--- config.mk ---
export PLATFORM = sky130hd
export DESIGN_NAME = paddle_shift_sequencer_unit_flat
export DESIGN_NICKNAME = d
export VERILOG_FILES = /design/src/hw/rtl/pss_pkg.sv /design/src/hw/rtl/pss_ifs.sv /design/src/hw/rtl/pss_apb_regs.sv /design/src/hw/rtl/pss_seq.sv /design/src/hw/rtl/pss_pwm.sv /design/src/hw/rtl/paddle_shift_sequencer_unit.sv /design/src/flat_wrapper.sv
export SDC_FILE = /design/constraint.sdc
export NUM_CORES = 2
export LEC_CHECK = 0
export ABC_AREA = 1
export CORE_MARGIN = 2
export CORE_UTILIZATION = 61
export CTS_CLUSTER_DIAMETER = 50
export DETAILED_ROUTE_END_ITERATION = 6
export DONT_BUFFER_PORTS = 1
export PLACE_DENSITY = 0.81
export SLEW_MARGIN = 20
export SYNTH_ARGS = -nofsm -noshare
export SYNTH_HDL_FRONTEND = slang
export SYNTH_SLANG_ARGS = --single-unit
--- constraint.sdc ---
create_clock -name clk -period 12.9 [get_ports clk]
set_clock_uncertainty 0.05 [all_clocks]
set_input_delay 0.645 -clock clk [delete_from_list [all_inputs] [get_ports clk]]
set_output_delay 0.645 -clock clk [all_outputs]
set_load 0.005 [all_outputs]
--- src/hw/rtl/pss_pkg.sv ---
// Shared types, constants and arithmetic helpers of the paddle shift sequencer.
package pss_pkg;

	localparam int CNT_W = 16;
	localparam int CMP_W = (CNT_W > 16) ? CNT_W : 16;
	localparam int ADDR_W = 5;
	localparam int DATA_W = 32;
	localparam int PROD_W = 24;

	localparam logic [2:0] ST_IDLE      = 3'd0;
	localparam logic [2:0] ST_UP        = 3'd1;
	localparam logic [2:0] ST_DOWN      = 3'd2;
	localparam logic [2:0] ST_UP_COOL   = 3'd3;
	localparam logic [2:0] ST_DOWN_COOL = 3'd4;
	localparam logic [2:0] ST_NREQ      = 3'd5;
	localparam logic [2:0] ST_NEUTRAL   = 3'd6;

	localparam logic [2:0] REG_SHIFT_HOLD   = 3'd0;
	localparam logic [2:0] REG_COOLDOWN     = 3'd1;
	localparam logic [2:0] REG_NEUTRAL_HOLD = 3'd2;
	localparam logic [2:0] REG_UP_POS       = 3'd3;
	localparam logic [2:0] REG_DOWN_POS     = 3'd4;
	localparam logic [2:0] REG_NEUTRAL_POS  = 3'd5;
	localparam logic [2:0] REG_HOME_POS     = 3'd6;
	localparam logic [2:0] REG_PWM_PERIOD   = 3'd7;

	localparam logic [15:0] RST_SHIFT_HOLD   = 16'd400;
	localparam logic [15:0] RST_COOLDOWN     = 16'd300;
	localparam logic [15:0] RST_NEUTRAL_HOLD = 16'd1000;
	localparam logic [6:0]  RST_UP_POS       = 7'd84;
	localparam logic [6:0]  RST_DOWN_POS     = 7'd16;
	localparam logic [6:0]  RST_NEUTRAL_POS  = 7'd69;
	localparam logic [6:0]  RST_HOME_POS     = 7'd50;
	localparam logic [15:0] RST_PWM_PERIOD   = 16'd41995;

	localparam logic [11:0] PEDAL_THRESH = 12'd2800;
	localparam logic [11:0] PEDAL_OFFSET = 12'd3100;
	localparam logic [7:0]  CLUTCH_MIN   = 8'd30;
	localparam logic [7:0]  CLUTCH_MAX   = 8'd100;
	localparam logic [6:0]  CLUTCH_BASE  = 7'd10;
	localparam logic [6:0]  DUTY_MIN     = 7'd3;
	localparam logic [6:0]  DUTY_MAX     = 7'd97;

	// ceil(2^30 / 100): exact quotient for any dividend below 2^23
	localparam logic [PROD_W-1:0] RECIP_100 = 24'd10737419;
	localparam int RECIP_SHIFT = 30;

	typedef struct packed {
		logic [15:0] shift_hold;
		logic [15:0] cooldown;
		logic [15:0] neutral_hold;
		logic [6:0]  up_pos;
		logic [6:0]  down_pos;
		logic [6:0]  neutral_pos;
		logic [6:0]  home_pos;
		logic [15:0] pwm_period;
	} cfg_t;

	typedef struct packed {
		logic        up_button;
		logic        down_button;
		logic        neutral_button;
		logic [11:0] pedal_sample;
	} tick_t;

	typedef struct packed {
		logic [6:0]        shift_position;
		logic [6:0]        clutch_position;
		logic              gear_cut;
		logic [2:0]        mode;
		logic [PROD_W-1:0] shift_prod;
		logic [PROD_W-1:0] clutch_prod;
	} stage_t;

	// x / 5 for x below 1024
	function automatic logic [7:0] div5(input logic [9:0] x);
		logic [17:0] p;
		p = 18'(x) * 18'd205;
		return p[17:10];
	endfunction

	function automatic logic [6:0] clamp_duty(input logic [6:0] d);
		logic [6:0] r;
		r = d;
		if (r > DUTY_MAX) r = DUTY_MAX;
		if (r < DUTY_MIN) r = DUTY_MIN;
		return r;
	endfunction

	function automatic logic [CNT_W-1:0] sat_inc(input logic [CNT_W-1:0] c);
		return (c == {CNT_W{1'b1}}) ? c : c + CNT_W'(1);
	endfunction

endpackage

--- src/hw/rtl/pss_ifs.sv ---
// Valid/ready channel interfaces for tick requests and results.
interface pss_in_if;
	logic        valid;
	logic        ready;
	logic        up_button;
	logic        down_button;
	logic        neutral_button;
	logic [11:0] pedal_sample;

	modport source (output valid, output up_button, output down_button,
		output neutral_button, output pedal_sample, input ready);
	modport sink (input valid, input up_button, input down_button,
		input neutral_button, input pedal_sample, output ready);
endinterface

interface pss_out_if;
	logic        valid;
	logic        ready;
	logic [6:0]  shift_position;
	logic [6:0]  clutch_position;
	logic [15:0] shift_compare;
	logic [15:0] clutch_compare;
	logic        gear_cut;
	logic [2:0]  mode;

	modport source (output valid, output shift_position, output clutch_position,
		output shift_compare, output clutch_compare, output gear_cut, output mode,
		input ready);
	modport sink (input valid, input shift_position, input clutch_position,
		input shift_compare, input clutch_compare, input gear_cut, input mode,
		output ready);
endinterface

--- src/hw/rtl/pss_apb_regs.sv ---
// APB configuration register file of the paddle shift sequencer.
module pss_apb_regs (
	input  logic                        clk,
	input  logic                        arst_n,
	input  logic                        psel,
	input  logic                        penable,
	input  logic                        pwrite,
	input  logic [pss_pkg::ADDR_W-1:0] paddr,
	input  logic [pss_pkg::DATA_W-1:0] pwdata,
	output logic [pss_pkg::DATA_W-1:0] prdata,
	output logic                        pready,
	output pss_pkg::cfg_t               cfg
);

	pss_pkg::cfg_t cfg_q;
	logic [2:0]    idx;
	logic          wr;

	assign pready = 1'b1;
	assign idx    = paddr[4:2];
	assign wr     = psel && penable && pwrite && pready;
	assign cfg    = cfg_q;

	always_ff @(posedge clk or negedge arst_n) begin
		if (!arst_n) begin
			cfg_q.shift_hold   <= pss_pkg::RST_SHIFT_HOLD;
			cfg_q.cooldown     <= pss_pkg::RST_COOLDOWN;
			cfg_q.neutral_hold <= pss_pkg::RST_NEUTRAL_HOLD;
			cfg_q.up_pos       <= pss_pkg::RST_UP_POS;
			cfg_q.down_pos     <= pss_pkg::RST_DOWN_POS;
			cfg_q.neutral_pos  <= pss_pkg::RST_NEUTRAL_POS;
			cfg_q.home_pos     <= pss_pkg::RST_HOME_POS;
			cfg_q.pwm_period   <= pss_pkg::RST_PWM_PERIOD;
		end else if (wr) begin
			unique case (idx)
				pss_pkg::REG_SHIFT_HOLD:   cfg_q.shift_hold   <= pwdata[15:0];
				pss_pkg::REG_COOLDOWN:     cfg_q.cooldown     <= pwdata[15:0];
				pss_pkg::REG_NEUTRAL_HOLD: cfg_q.neutral_hold <= pwdata[15:0];
				pss_pkg::REG_UP_POS:       cfg_q.up_pos       <= pwdata[6:0];
				pss_pkg::REG_DOWN_POS:     cfg_q.down_pos     <= pwdata[6:0];
				pss_pkg::REG_NEUTRAL_POS:  cfg_q.neutral_pos  <= pwdata[6:0];
				pss_pkg::REG_HOME_POS:     cfg_q.home_pos     <= pwdata[6:0];
				pss_pkg::REG_PWM_PERIOD:   cfg_q.pwm_period   <= pwdata[15:0];
				default: ;
			endcase
		end
	end

	always_comb begin
		unique case (idx)
			pss_pkg::REG_SHIFT_HOLD:   prdata = 32'(cfg_q.shift_hold);
			pss_pkg::REG_COOLDOWN:     prdata = 32'(cfg_q.cooldown);
			pss_pkg::REG_NEUTRAL_HOLD: prdata = 32'(cfg_q.neutral_hold);
			pss_pkg::REG_UP_POS:       prdata = 32'(cfg_q.up_pos);
			pss_pkg::REG_DOWN_POS:     prdata = 32'(cfg_q.down_pos);
			pss_pkg::REG_NEUTRAL_POS:  prdata = 32'(cfg_q.neutral_pos);
			pss_pkg::REG_HOME_POS:     prdata = 32'(cfg_q.home_pos);
			pss_pkg::REG_PWM_PERIOD:   prdata = 32'(cfg_q.pwm_period);
			default:                   prdata = '0;
		endcase
	end

endmodule

--- src/hw/rtl/pss_seq.sv ---
// Input register, clutch request, shift sequencer and duty products.
module pss_seq (
	input  logic            clk,
	input  logic            arst_n,
	input  pss_pkg::cfg_t   cfg,
	pss_in_if.sink          tick,
	output pss_pkg::stage_t payload_s2,
	output logic            valid_s2,
	input  logic            ready_s2
);

	pss_pkg::tick_t  in_s1;
	logic            valid_s1;
	logic            adv1;
	pss_pkg::stage_t nxt;

	logic [2:0]                st_q, st_n;
	logic [pss_pkg::CNT_W-1:0] cnt_q, cnt_n;
	logic [6:0]                sp_q, sp_n;
	logic [6:0]                req_q, req_n;
	logic                      gc_q, gc_n;

	logic       up, dn, neu;
	logic [7:0] req_w;
	logic [7:0] clutch_frac;
	logic [6:0] clutch;
	logic [pss_pkg::PROD_W-1:0] period;

	assign adv1       = !valid_s2 || ready_s2;
	assign tick.ready = !valid_s1 || adv1;

	always_ff @(posedge clk or negedge arst_n) begin
		if (!arst_n) begin
			valid_s1 <= 1'b0;
		end else if (tick.ready) begin
			valid_s1 <= tick.valid;
		end
	end

	always_ff @(posedge clk) begin
		if (tick.ready && tick.valid) begin
			in_s1.up_button      <= tick.up_button;
			in_s1.down_button    <= tick.down_button;
			in_s1.neutral_button <= tick.neutral_button;
			in_s1.pedal_sample   <= tick.pedal_sample;
		end
	end

	always_comb begin
		up    = !in_s1.up_button;
		dn    = !in_s1.down_button;
		neu   = in_s1.neutral_button;
		req_w = {1'b0, req_q};
		if (in_s1.pedal_sample > pss_pkg::PEDAL_THRESH) begin
			if (in_s1.pedal_sample >= pss_pkg::PEDAL_OFFSET)
				req_w = pss_pkg::div5(10'(in_s1.pedal_sample - pss_pkg::PEDAL_OFFSET));
			else
				req_w = '0;
		end
		if (req_w < pss_pkg::CLUTCH_MIN) req_w = pss_pkg::CLUTCH_MIN;
		if (req_w > pss_pkg::CLUTCH_MAX) req_w = pss_pkg::CLUTCH_MAX;
		if (up && dn) begin
			up    = 1'b0;
			dn    = 1'b0;
			req_w = pss_pkg::CLUTCH_MAX;
		end
		req_n       = req_w[6:0];
		clutch_frac = pss_pkg::div5({2'b00, req_n, 1'b0});
		clutch      = pss_pkg::CLUTCH_BASE + clutch_frac[6:0];

		st_n = st_q;
		cnt_n = cnt_q;
		sp_n = sp_q;
		gc_n = gc_q;
		unique case (st_q)
			pss_pkg::ST_UP: begin
				cnt_n = pss_pkg::sat_inc(cnt_q);
				sp_n  = cfg.up_pos;
				gc_n  = 1'b0;
				if (cnt_n < pss_pkg::CNT_W'(3) && dn) begin
					sp_n  = cfg.home_pos;
					gc_n  = 1'b1;
					cnt_n = '0;
					st_n  = pss_pkg::ST_IDLE;
				end
				if (pss_pkg::CMP_W'(cnt_n) > pss_pkg::CMP_W'(cfg.shift_hold)) begin
					st_n  = pss_pkg::ST_UP_COOL;
					gc_n  = 1'b1;
					cnt_n = '0;
				end
			end
			pss_pkg::ST_DOWN: begin
				cnt_n = pss_pkg::sat_inc(cnt_q);
				sp_n  = cfg.down_pos;
				if (cnt_n < pss_pkg::CNT_W'(2) && up) begin
					sp_n  = cfg.home_pos;
					cnt_n = '0;
					st_n  = pss_pkg::ST_IDLE;
				end
				if (pss_pkg::CMP_W'(cnt_n) > pss_pkg::CMP_W'(cfg.shift_hold)) begin
					st_n  = pss_pkg::ST_DOWN_COOL;
					cnt_n = '0;
				end
			end
			pss_pkg::ST_UP_COOL, pss_pkg::ST_DOWN_COOL: begin
				cnt_n = pss_pkg::sat_inc(cnt_q);
				sp_n  = cfg.home_pos;
				if (pss_pkg::CMP_W'(cnt_n) > pss_pkg::CMP_W'(cfg.cooldown)) begin
					st_n  = pss_pkg::ST_IDLE;
					cnt_n = '0;
				end
			end
			pss_pkg::ST_NREQ: begin
				cnt_n = pss_pkg::sat_inc(cnt_q);
				if (!neu) begin
					st_n  = pss_pkg::ST_IDLE;
					cnt_n = '0;
				end
				if (pss_pkg::CMP_W'(cnt_n) > pss_pkg::CMP_W'(cfg.neutral_hold)) begin
					st_n  = pss_pkg::ST_NEUTRAL;
					cnt_n = '0;
				end
			end
			pss_pkg::ST_NEUTRAL: begin
				cnt_n = pss_pkg::sat_inc(cnt_q);
				sp_n  = (pss_pkg::CMP_W'(cnt_n) < pss_pkg::CMP_W'(cfg.shift_hold)) ?
					cfg.neutral_pos : cfg.home_pos;
				if (up) begin
					st_n  = pss_pkg::ST_UP;
					cnt_n = pss_pkg::CNT_W'(3);
				end
				if (dn) begin
					st_n  = pss_pkg::ST_DOWN;
					cnt_n = pss_pkg::CNT_W'(3);
				end
				if (neu) st_n = pss_pkg::ST_NREQ;
			end
			default: begin
				st_n = pss_pkg::ST_IDLE;
				if (up)  st_n = pss_pkg::ST_UP;
				if (dn)  st_n = pss_pkg::ST_DOWN;
				if (neu) st_n = pss_pkg::ST_NREQ;
			end
		endcase

		period              = pss_pkg::PROD_W'(cfg.pwm_period) + pss_pkg::PROD_W'(1);
		nxt.shift_position  = sp_n;
		nxt.clutch_position = clutch;
		nxt.gear_cut        = gc_n;
		nxt.mode            = st_n;
		nxt.shift_prod      = period * pss_pkg::PROD_W'(pss_pkg::clamp_duty(sp_n));
		nxt.clutch_prod     = period * pss_pkg::PROD_W'(pss_pkg::clamp_duty(clutch));
	end

	always_ff @(posedge clk or negedge arst_n) begin
		if (!arst_n) begin
			st_q     <= pss_pkg::ST_IDLE;
			cnt_q    <= '0;
			sp_q     <= pss_pkg::RST_HOME_POS;
			req_q    <= '0;
			gc_q     <= 1'b1;
			valid_s2 <= 1'b0;
		end else if (adv1) begin
			valid_s2 <= valid_s1;
			if (valid_s1) begin
				st_q  <= st_n;
				cnt_q <= cnt_n;
				sp_q  <= sp_n;
				req_q <= req_n;
				gc_q  <= gc_n;
			end
		end
	end

	always_ff @(posedge clk) begin
		if (adv1 && valid_s1) payload_s2 <= nxt;
	end

	a_cut_only_up: assert property (@(posedge clk) disable iff (!arst_n)
		!gc_q |-> st_q == pss_pkg::ST_UP)
		else $error("gear cut active outside upshift");

	a_idle_cnt_zero: assert property (@(posedge clk) disable iff (!arst_n)
		st_q == pss_pkg::ST_IDLE |-> cnt_q == '0)
		else $error("tick counter not cleared in idle");

	a_s2_hold: assert property (@(posedge clk) disable iff (!arst_n)
		valid_s2 && !ready_s2 |=> valid_s2 && $stable(payload_s2))
		else $error("stage two changed while stalled");

	a_state_frozen: assert property (@(posedge clk) disable iff (!arst_n)
		!(valid_s1 && adv1) |=> $stable(st_q) && $stable(cnt_q))
		else $error("sequencer advanced without a request");

endmodule

--- src/hw/rtl/pss_pwm.sv ---
// Scales duty products to PWM compare values and holds the result register.
module pss_pwm (
	input  logic            clk,
	input  logic            arst_n,
	input  pss_pkg::stage_t payload_s2,
	input  logic            valid_s2,
	output logic            ready_s2,
	pss_out_if.source       result
);

	logic        valid_q;
	logic [47:0] shift_m, clutch_m;
	logic [15:0] shift_div, clutch_div;
	logic [6:0]  shift_pos_q, clutch_pos_q;
	logic [15:0] shift_cmp_q, clutch_cmp_q;
	logic        gear_cut_q;
	logic [2:0]  mode_q;

	assign ready_s2 = !valid_q || result.ready;

	assign shift_m    = 48'(payload_s2.shift_prod) * 48'(pss_pkg::RECIP_100);
	assign clutch_m   = 48'(payload_s2.clutch_prod) * 48'(pss_pkg::RECIP_100);
	assign shift_div  = shift_m[pss_pkg::RECIP_SHIFT +: 16];
	assign clutch_div = clutch_m[pss_pkg::RECIP_SHIFT +: 16];

	always_ff @(posedge clk or negedge arst_n) begin
		if (!arst_n) begin
			valid_q <= 1'b0;
		end else if (ready_s2) begin
			valid_q <= valid_s2;
		end
	end

	always_ff @(posedge clk) begin
		if (ready_s2 && valid_s2) begin
			shift_pos_q  <= payload_s2.shift_position;
			clutch_pos_q <= payload_s2.clutch_position;
			gear_cut_q   <= payload_s2.gear_cut;
			mode_q       <= payload_s2.mode;
			shift_cmp_q  <= (shift_div == '0) ? '0 : shift_div - 16'd1;
			clutch_cmp_q <= (clutch_div == '0) ? '0 : clutch_div - 16'd1;
		end
	end

	assign result.valid           = valid_q;
	assign result.shift_position  = shift_pos_q;
	assign result.clutch_position = clutch_pos_q;
	assign result.shift_compare   = shift_cmp_q;
	assign result.clutch_compare  = clutch_cmp_q;
	assign result.gear_cut        = gear_cut_q;
	assign result.mode            = mode_q;

	a_load: assert property (@(posedge clk) disable iff (!arst_n)
		valid_s2 && ready_s2 |=> valid_q)
		else $error("stage two request lost");

endmodule

--- src/hw/rtl/paddle_shift_sequencer_unit.sv ---
// Top level of the paddle shift sequencer: config port, sequencer and PWM scaling.
// Pipeline: a request passes the input, sequencer and result registers, in that order.
// Throughput: one request per cycle until result back-pressure fills the pipeline.
// Backpressure: each stage holds while its successor is full, so bubbles are absorbed.
// Reset: asynchronous, active low; sequencer idle, counter zero, servo at 50, gear cut high.
// Reset: configuration registers return to their documented defaults.
module paddle_shift_sequencer_unit (
	input  logic                        clk,
	input  logic                        arst_n,
	input  logic                        psel,
	input  logic                        penable,
	input  logic                        pwrite,
	input  logic [pss_pkg::ADDR_W-1:0] paddr,
	input  logic [pss_pkg::DATA_W-1:0] pwdata,
	output logic [pss_pkg::DATA_W-1:0] prdata,
	output logic                        pready,
	pss_in_if.sink                      tick,
	pss_out_if.source                   result
);

	pss_pkg::cfg_t   cfg;
	pss_pkg::stage_t payload_s2;
	logic            valid_s2;
	logic            ready_s2;

	pss_apb_regs u_regs (
		.clk     (clk),
		.arst_n  (arst_n),
		.psel    (psel),
		.penable (penable),
		.pwrite  (pwrite),
		.paddr   (paddr),
		.pwdata  (pwdata),
		.prdata  (prdata),
		.pready  (pready),
		.cfg     (cfg)
	);

	pss_seq u_seq (
		.clk        (clk),
		.arst_n     (arst_n),
		.cfg        (cfg),
		.tick       (tick),
		.payload_s2 (payload_s2),
		.valid_s2   (valid_s2),
		.ready_s2   (ready_s2)
	);

	pss_pwm u_pwm (
		.clk        (clk),
		.arst_n     (arst_n),
		.payload_s2 (payload_s2),
		.valid_s2   (valid_s2),
		.ready_s2   (ready_s2),
		.result     (result)
	);

endmodule
--- src/flat_wrapper.sv ---
// flat-port wrapper written by rule: the top's interface ports become plain ports
module paddle_shift_sequencer_unit_flat 
  (clk, arst_n, psel, penable, pwrite, paddr, pwdata, prdata, pready, tick_valid, tick_up_button, tick_down_button, tick_neutral_button, tick_pedal_sample, tick_ready, result_valid, result_shift_position, result_clutch_position, result_shift_compare, result_clutch_compare, result_gear_cut, result_mode, result_ready);
  pss_in_if tick_i ();
  pss_out_if result_i ();
  input  logic clk;
  input  logic arst_n;
  input  logic psel;
  input  logic penable;
  input  logic pwrite;
  input  logic [pss_pkg::ADDR_W-1:0] paddr;
  input  logic [pss_pkg::DATA_W-1:0] pwdata;
  output logic [pss_pkg::DATA_W-1:0] prdata;
  output logic pready;
  input wire logic [$bits(tick_i.valid)-1:0] tick_valid;
  input wire logic [$bits(tick_i.up_button)-1:0] tick_up_button;
  input wire logic [$bits(tick_i.down_button)-1:0] tick_down_button;
  input wire logic [$bits(tick_i.neutral_button)-1:0] tick_neutral_button;
  input wire logic [$bits(tick_i.pedal_sample)-1:0] tick_pedal_sample;
  output wire logic [$bits(tick_i.ready)-1:0] tick_ready;
  output wire logic [$bits(result_i.valid)-1:0] result_valid;
  output wire logic [$bits(result_i.shift_position)-1:0] result_shift_position;
  output wire logic [$bits(result_i.clutch_position)-1:0] result_clutch_position;
  output wire logic [$bits(result_i.shift_compare)-1:0] result_shift_compare;
  output wire logic [$bits(result_i.clutch_compare)-1:0] result_clutch_compare;
  output wire logic [$bits(result_i.gear_cut)-1:0] result_gear_cut;
  output wire logic [$bits(result_i.mode)-1:0] result_mode;
  input wire logic [$bits(result_i.ready)-1:0] result_ready;
  assign tick_i.valid = tick_valid;
  assign tick_i.up_button = tick_up_button;
  assign tick_i.down_button = tick_down_button;
  assign tick_i.neutral_button = tick_neutral_button;
  assign tick_i.pedal_sample = tick_pedal_sample;
  assign tick_ready = tick_i.ready;
  assign result_valid = result_i.valid;
  assign result_shift_position = result_i.shift_position;
  assign result_clutch_position = result_i.clutch_position;
  assign result_shift_compare = result_i.shift_compare;
  assign result_clutch_compare = result_i.clutch_compare;
  assign result_gear_cut = result_i.gear_cut;
  assign result_mode = result_i.mode;
  assign result_i.ready = result_ready;
  paddle_shift_sequencer_unit u_core (.clk(clk), .arst_n(arst_n), .psel(psel), .penable(penable), .pwrite(pwrite), .paddr(paddr), .pwdata(pwdata), .prdata(prdata), .pready(pready), .tick(tick_i), .result(result_i));
endmodule
Word level (Yosys, flattened, before mapping)
Cells that the tools add are included.
- register bits after elaboration: 260
- input port bits: 59
- logic and storage cells: 151
- add/sub/neg operators: 6
- multipliers: 6
- magnitude comparators: 15
- equality and inequality tests: 14
- multiplexer cells: 47
- reductions and logical operators: 31
- operator list (cell ; count):
    case mux 32 bit (8 select lines) ; 1
    two-way mux 16 bit ; 13
    multiplier 24 x 24 -> 46 bit (second input constant) ; 2
    case mux 16 bit (5 select lines) ; 1
    > comparator 16 bit ; 4
    two-way mux 7 bit ; 9
    multiplier 17 x 7 -> 24 bit ; 2
    two-way mux 3 bit ; 12
    logical NOT 16 bit ; 2
    less-than comparator 16 x 2 -> 1 bit (second input constant) ; 2
    subtractor 16 x 1 -> 16 bit (second input constant) ; 2
    case mux 7 bit (4 select lines) ; 1
    two-way mux 8 bit ; 3
    == test 3 bit (second input constant) ; 7
    multiplier 10 x 8 -> 18 bit (second input constant) ; 1
    AND reduction 2 bit ; 9
    adder 16 x 1 -> 17 bit (second input constant) ; 1
    adder 16 x 1 -> 16 bit (second input constant) ; 1
    == test 16 bit (second input constant) ; 1
    less-than comparator 16 bit ; 1
    multiplier 7 x 8 -> 15 bit (second input constant) ; 1
    case mux 3 bit (5 select lines) ; 1
    > comparator 7 bit (second input constant) ; 2
    less-than comparator 7 x 2 -> 1 bit (second input constant) ; 2
    16 further kinds ; 38

Longest topological paths before layout
- word-level depth: 16
- mapped depth: 85

Cells and area by module
Synthesis repeated with hierarchy kept, for this count alone.
- cell total of the unflattened synthesis: 6152
- area, all modules: 49334.8 µm²
- modules (own cells, without submodules) (module ; times used ; cells an instance ; area an instance (µm²) ; seq. area each (µm²)):
    pss_pwm ; 1 ; 3459 ; 27163.6 ; 1526.5
    pss_seq ; 1 ; 2177 ; 17692.0 ; 3338.2
    pss_apb_regs ; 1 ; 516 ; 4479.3 ; 2338.5

Least setup slack after synthesis
No wires, ideal clock.
- path type: register -> register
- from: reg u_core.u_seq.in_s1[2] in the netlist's numbering
- to: reg, netlist name u_core.u_seq.payload_s2[23]
- setup time: 0.261 ns
- arrival: 12.944 ns
- data required time: 12.589 ns
- setup slack: -0.355 ns
- cell stages (with the launch flop): 80
- path buffers: 2
- period minus slack after synthesis: 13.255 ns
- cells stage by stage: edfxtp_1 ha_1 nand2_1 nand3_1 inv_2 nand2_1 nand2_2 inv_1 nor2_1 nor2_1 fa_1 fa_1 inv_1 fa_1 inv_1 ha_1 nand2_1 nor4_1 [44 not listed] inv_1 fa_1 inv_1 ha_1 a21oi_1 o21ai_0 a21oi_1 o21ai_0 a21oi_1 inv_1 a21oi_1 o21ai_0 nand3_1 nand2_1 a21oi_1 nor2_1 nor2_1 xor2_1
- RTL lines (item ; RTL line ; RTL):
    start: declaration ; pss_seq.sv:12 ; pss_pkg::tick_t in_s1;

==> impl_metrics.yaml <==
status:
  status: "finished, violations left"
  violations: "negative hold slack, negative setup slack"
clock_tree:
  clkLatencyLatePin_ns: 0.57
  num_cts_buffers: 36
  clkSlewWorstSetupHoldPaths_ns: 0.06
  number_of_h_tree_levels: 2
  cts_sinks: 260
  cts_tree: "yes"
  clock_path_buffers: 3
  clockRootBuffer: "sky130_fd_sc_hd__clkbuf_16"
placed_design:
  detailed_place_hpwl_microns: 90600
  detailedPlace.worstSlack_ns: -0.340
  gp_routability_congestion: 1.00
  placement.io_buffers: 0
worst_setup_path:
  path_max_fanout: 5
  worst_ep_arrival_time_ns: 13.23
  critPathMaxStageDelay_ns: 0.56
  worst_path_max_delay_cell: "sky130_fd_sc_hd__fa_1"
  worst-r2r-cell-count: 78
  crit_type: "flip-flop to flip-flop"
  startpoint_type: "flip-flop"
  critical-path-top-cell-by-count: "sky130_fd_sc_hd__nand2_2"
  crit_required_ns: 13.15
  setup.worst_path.end_class: "flip-flop"
finish:
  layout.core_utilization_pct: 67.0
  nets: 6585
  area.growth.synth_to_final_pct: 9.32
  drive_gt1_share_pct: 9.62
  diodes: 0
logic_synthesis:
  synth-edff-count: 131
  ys_warnings: 0
  mappedNetlistArea_sq_um: 44500
  synth_area_per_cell_sq_um: 8.92
  ys_seq_area_share_pct: 16.2
  yosys.cell_types.count: 68
  postSynth.asyncResetShare_pct: 49.6
  register_bit_total_from_synthesis: 260
  dominantRegCellSynth: "sky130_fd_sc_hd__edfxtp_1"
  syn-instance-count: 4987
detailed_routing:
  drt_iter0_markers: 2709
  vias: 34700
  final_wirelength_microns: 112000
  total_iterations_of_the_first_detailed_routing_run: 6
  post-route-drc-count: 0
  via_per_inst: 5.68
  antenna_left: 0
  routedWlPerCell_microns: 18.4
global_route:
  grt.total_usage_pct: 30.3
  grt_overflow: 0
  number_of_global_route_vias_before_repair: 35800
  grt_max_degree: 130
  grt_pass1_wl_microns: 180000
  antenna_found_initial: 0
floorplanning:
  core-area_sq_um: 72600
  starting_density_of_the_core_pct: 61.3
  die_h_microns: 274
  num_rows: 99
  design.portCount: 144
  die-area_sq_um: 75100
  floorplan.die.width_microns: 274
sta:
  totalNegativeSetupSlack_ns: -0.0816
  slew_headroom_pct: 19.2
  max_slew_violation_count: 0
  setup_ws_ns: -0.0785
  final-hold-violation-count: 11
  timing_worst_slew_pin_value_ns: 1.21
  hold_ws_ns: -0.0403
  post-route-min-period_ns: 12.98
  achievable-frequency_mhz: 77.1
  grt_setup_unrepaired: "true"
  final_min_period_over_clock_period_pct: 101
  setup_viol: 2
hold_path:
  holdCritPathClass: "input port to async pin"
job:
  max_cap_violations: 0
metrics by stage:
step                      hold slack [ns]  std cells  cell area (sq um)
after floorplan                     0.299       5002              44500
after global placement              0.303       6010              46300
after detailed placement            0.303       6010              46300
after CTS                          0.0133       6081              47800
after global routing               0.0225       6104              48600
final                             -0.0403       6104              48600
final cells by class:
class                      count  area [sq um]
tap                          959          1200
timing repair buffer         146          1170
clock buffer                  43          1010
fill                        5575         24000
clock inverter                21           256
sequential                   260          7200
multi-input combinational   3486         33300
inverter                    1189          4470
state kept, by name, summed over array words and instances, names as in the netlist, 3 cells and up:
register,count
u_core.u_seq.req_q,7
u_core.u_seq.st_q,3
u_core.u_seq.in_s1,14
u_core.u_pwm.result.clutch_position,7
u_core.u_seq.payload_s2,66
u_core.u_pwm.result.shift_position,7
u_core.u_seq.sp_q,7
u_core.u_pwm.result.clutch_compare,16
u_core.u_pwm.result.mode,3
u_core.u_pwm.result.shift_compare,16
u_core.u_seq.cnt_q,16
u_core.u_regs.cfg,92
synth_stat cells (17+ instances only):
master / count / share of area, %
sky130_fd_sc_hd__xor2_1: 88 / 1.7
sky130_fd_sc_hd__nand2_1: 729 / 6.2
sky130_fd_sc_hd__o22ai_1: 30 / 0.42
sky130_fd_sc_hd__inv_1: 1165 / 9.8
sky130_fd_sc_hd__nor2_1: 297 / 2.5
sky130_fd_sc_hd__nor3_1: 55 / 0.62
sky130_fd_sc_hd__ha_1: 786 / 22
sky130_fd_sc_hd__buf_4: 17 / 0.29
sky130_fd_sc_hd__nand4_1: 43 / 0.60
sky130_fd_sc_hd__o21ai_0: 226 / 2.5
sky130_fd_sc_hd__dfstp_2: 33 / 1.9
sky130_fd_sc_hd__fa_1: 621 / 28
sky130_fd_sc_hd__or2_2: 17 / 0.24
sky130_fd_sc_hd__nand3_1: 118 / 1.3
sky130_fd_sc_hd__o211ai_1: 17 / 0.29
sky130_fd_sc_hd__xnor2_1: 25 / 0.49
sky130_fd_sc_hd__nand2_2: 17 / 0.24
sky130_fd_sc_hd__dfrtp_1: 96 / 5.4
sky130_fd_sc_hd__edfxtp_1: 131 / 8.8
sky130_fd_sc_hd__a21oi_1: 245 / 2.8
sky130_fd_sc_hd__clkbuf_1: 38 / 0.32
path summary, 6_finish.rpt:
kind	end	start	slack, ns
max	u_core.u_seq.payload_s2[22]	u_core.u_seq.in_s1[2]	-0.08
min	u_core.u_seq.cnt_q[9]	arst_n	-0.04
max reg2reg	u_core.u_seq.payload_s2[22]	u_core.u_seq.in_s1[2]	-0.08
min reg2reg	u_core.u_pwm.result.shift_position[0]	u_core.u_seq.payload_s2[59]	0.37
max in group asynchronous	u_core.u_regs.cfg[70]	arst_n	12.30
min in group clk	u_core.u_seq.neu	tick_neutral_button	0.13
timing repair:
| item | in CTS | in global routing |
|---|---|---|
| buffers inserted | 6 | 25 |
| hold buffers | 1 | 0 |
| endpoints found under the hold margin | 129 | 0 |
| pin swaps | 23 | 123 |
| cloned | 0 | 0 |
| gates resized for setup | 34 | 157 |
| endpoints found under the setup margin | 9 | 15 |
worst max-delay path: cells and delay by family (launching register included):
kind / cells / cell delay [ns]
adder cells (fa/ha/maj): 17 / 6.33
XOR/XNOR: 2 / 0.25
AND/OR/NAND/NOR: 34 / 3.11
flip-flops: 1 / 0.40
AO/OA/AOI/OAI: 10 / 1.57
buffers and inverters: 15 / 1.01
layout by cell type (no fill, tap or decap), drive strengths merged, types with 33 or more instances in the layout:
cell type / synthesis / layout
dfrtp: 96 / 96
dfstp: 33 / 33
fa: 621 / 621
buf: 29 / 146
a21oi: 249 / 249
edfxtp: 131 / 131
ha: 786 / 786
clkbuf: 38 / 43
xor2: 92 / 92
inv: 1180 / 1186
nor2: 317 / 317
nand4: 45 / 45
o21ai: 233 / 233
nand2: 748 / 748
nand3: 122 / 122
nor3: 59 / 59
per-layer routing:
layer	global-route usage, %	up-vias	wire length (microns)
met5	0	-	0
met4	9.84	0	4070
met3	5.79	280	9250
met2	50.8	1402	54100
met1	39.7	16900	44900
li1	-	16000	-
kinds of logic after synthesis:
| logic type | share of synthesized area, % |
|---|---|
| AO/OA/AOI/OAI | 7.73 |
| XOR/XNOR | 2.37 |
| adder cells (fa/ha/maj) | 50.1 |
| buffers and inverters | 10.8 |
| flip-flops | 16.2 |
| other | 0.0169 |
| AND/OR/NAND/NOR | 12.8 |
Power is left out: the tool's default activity adds up to more than one toggle a clock period on the data nets, which glitch-free logic cannot reach.
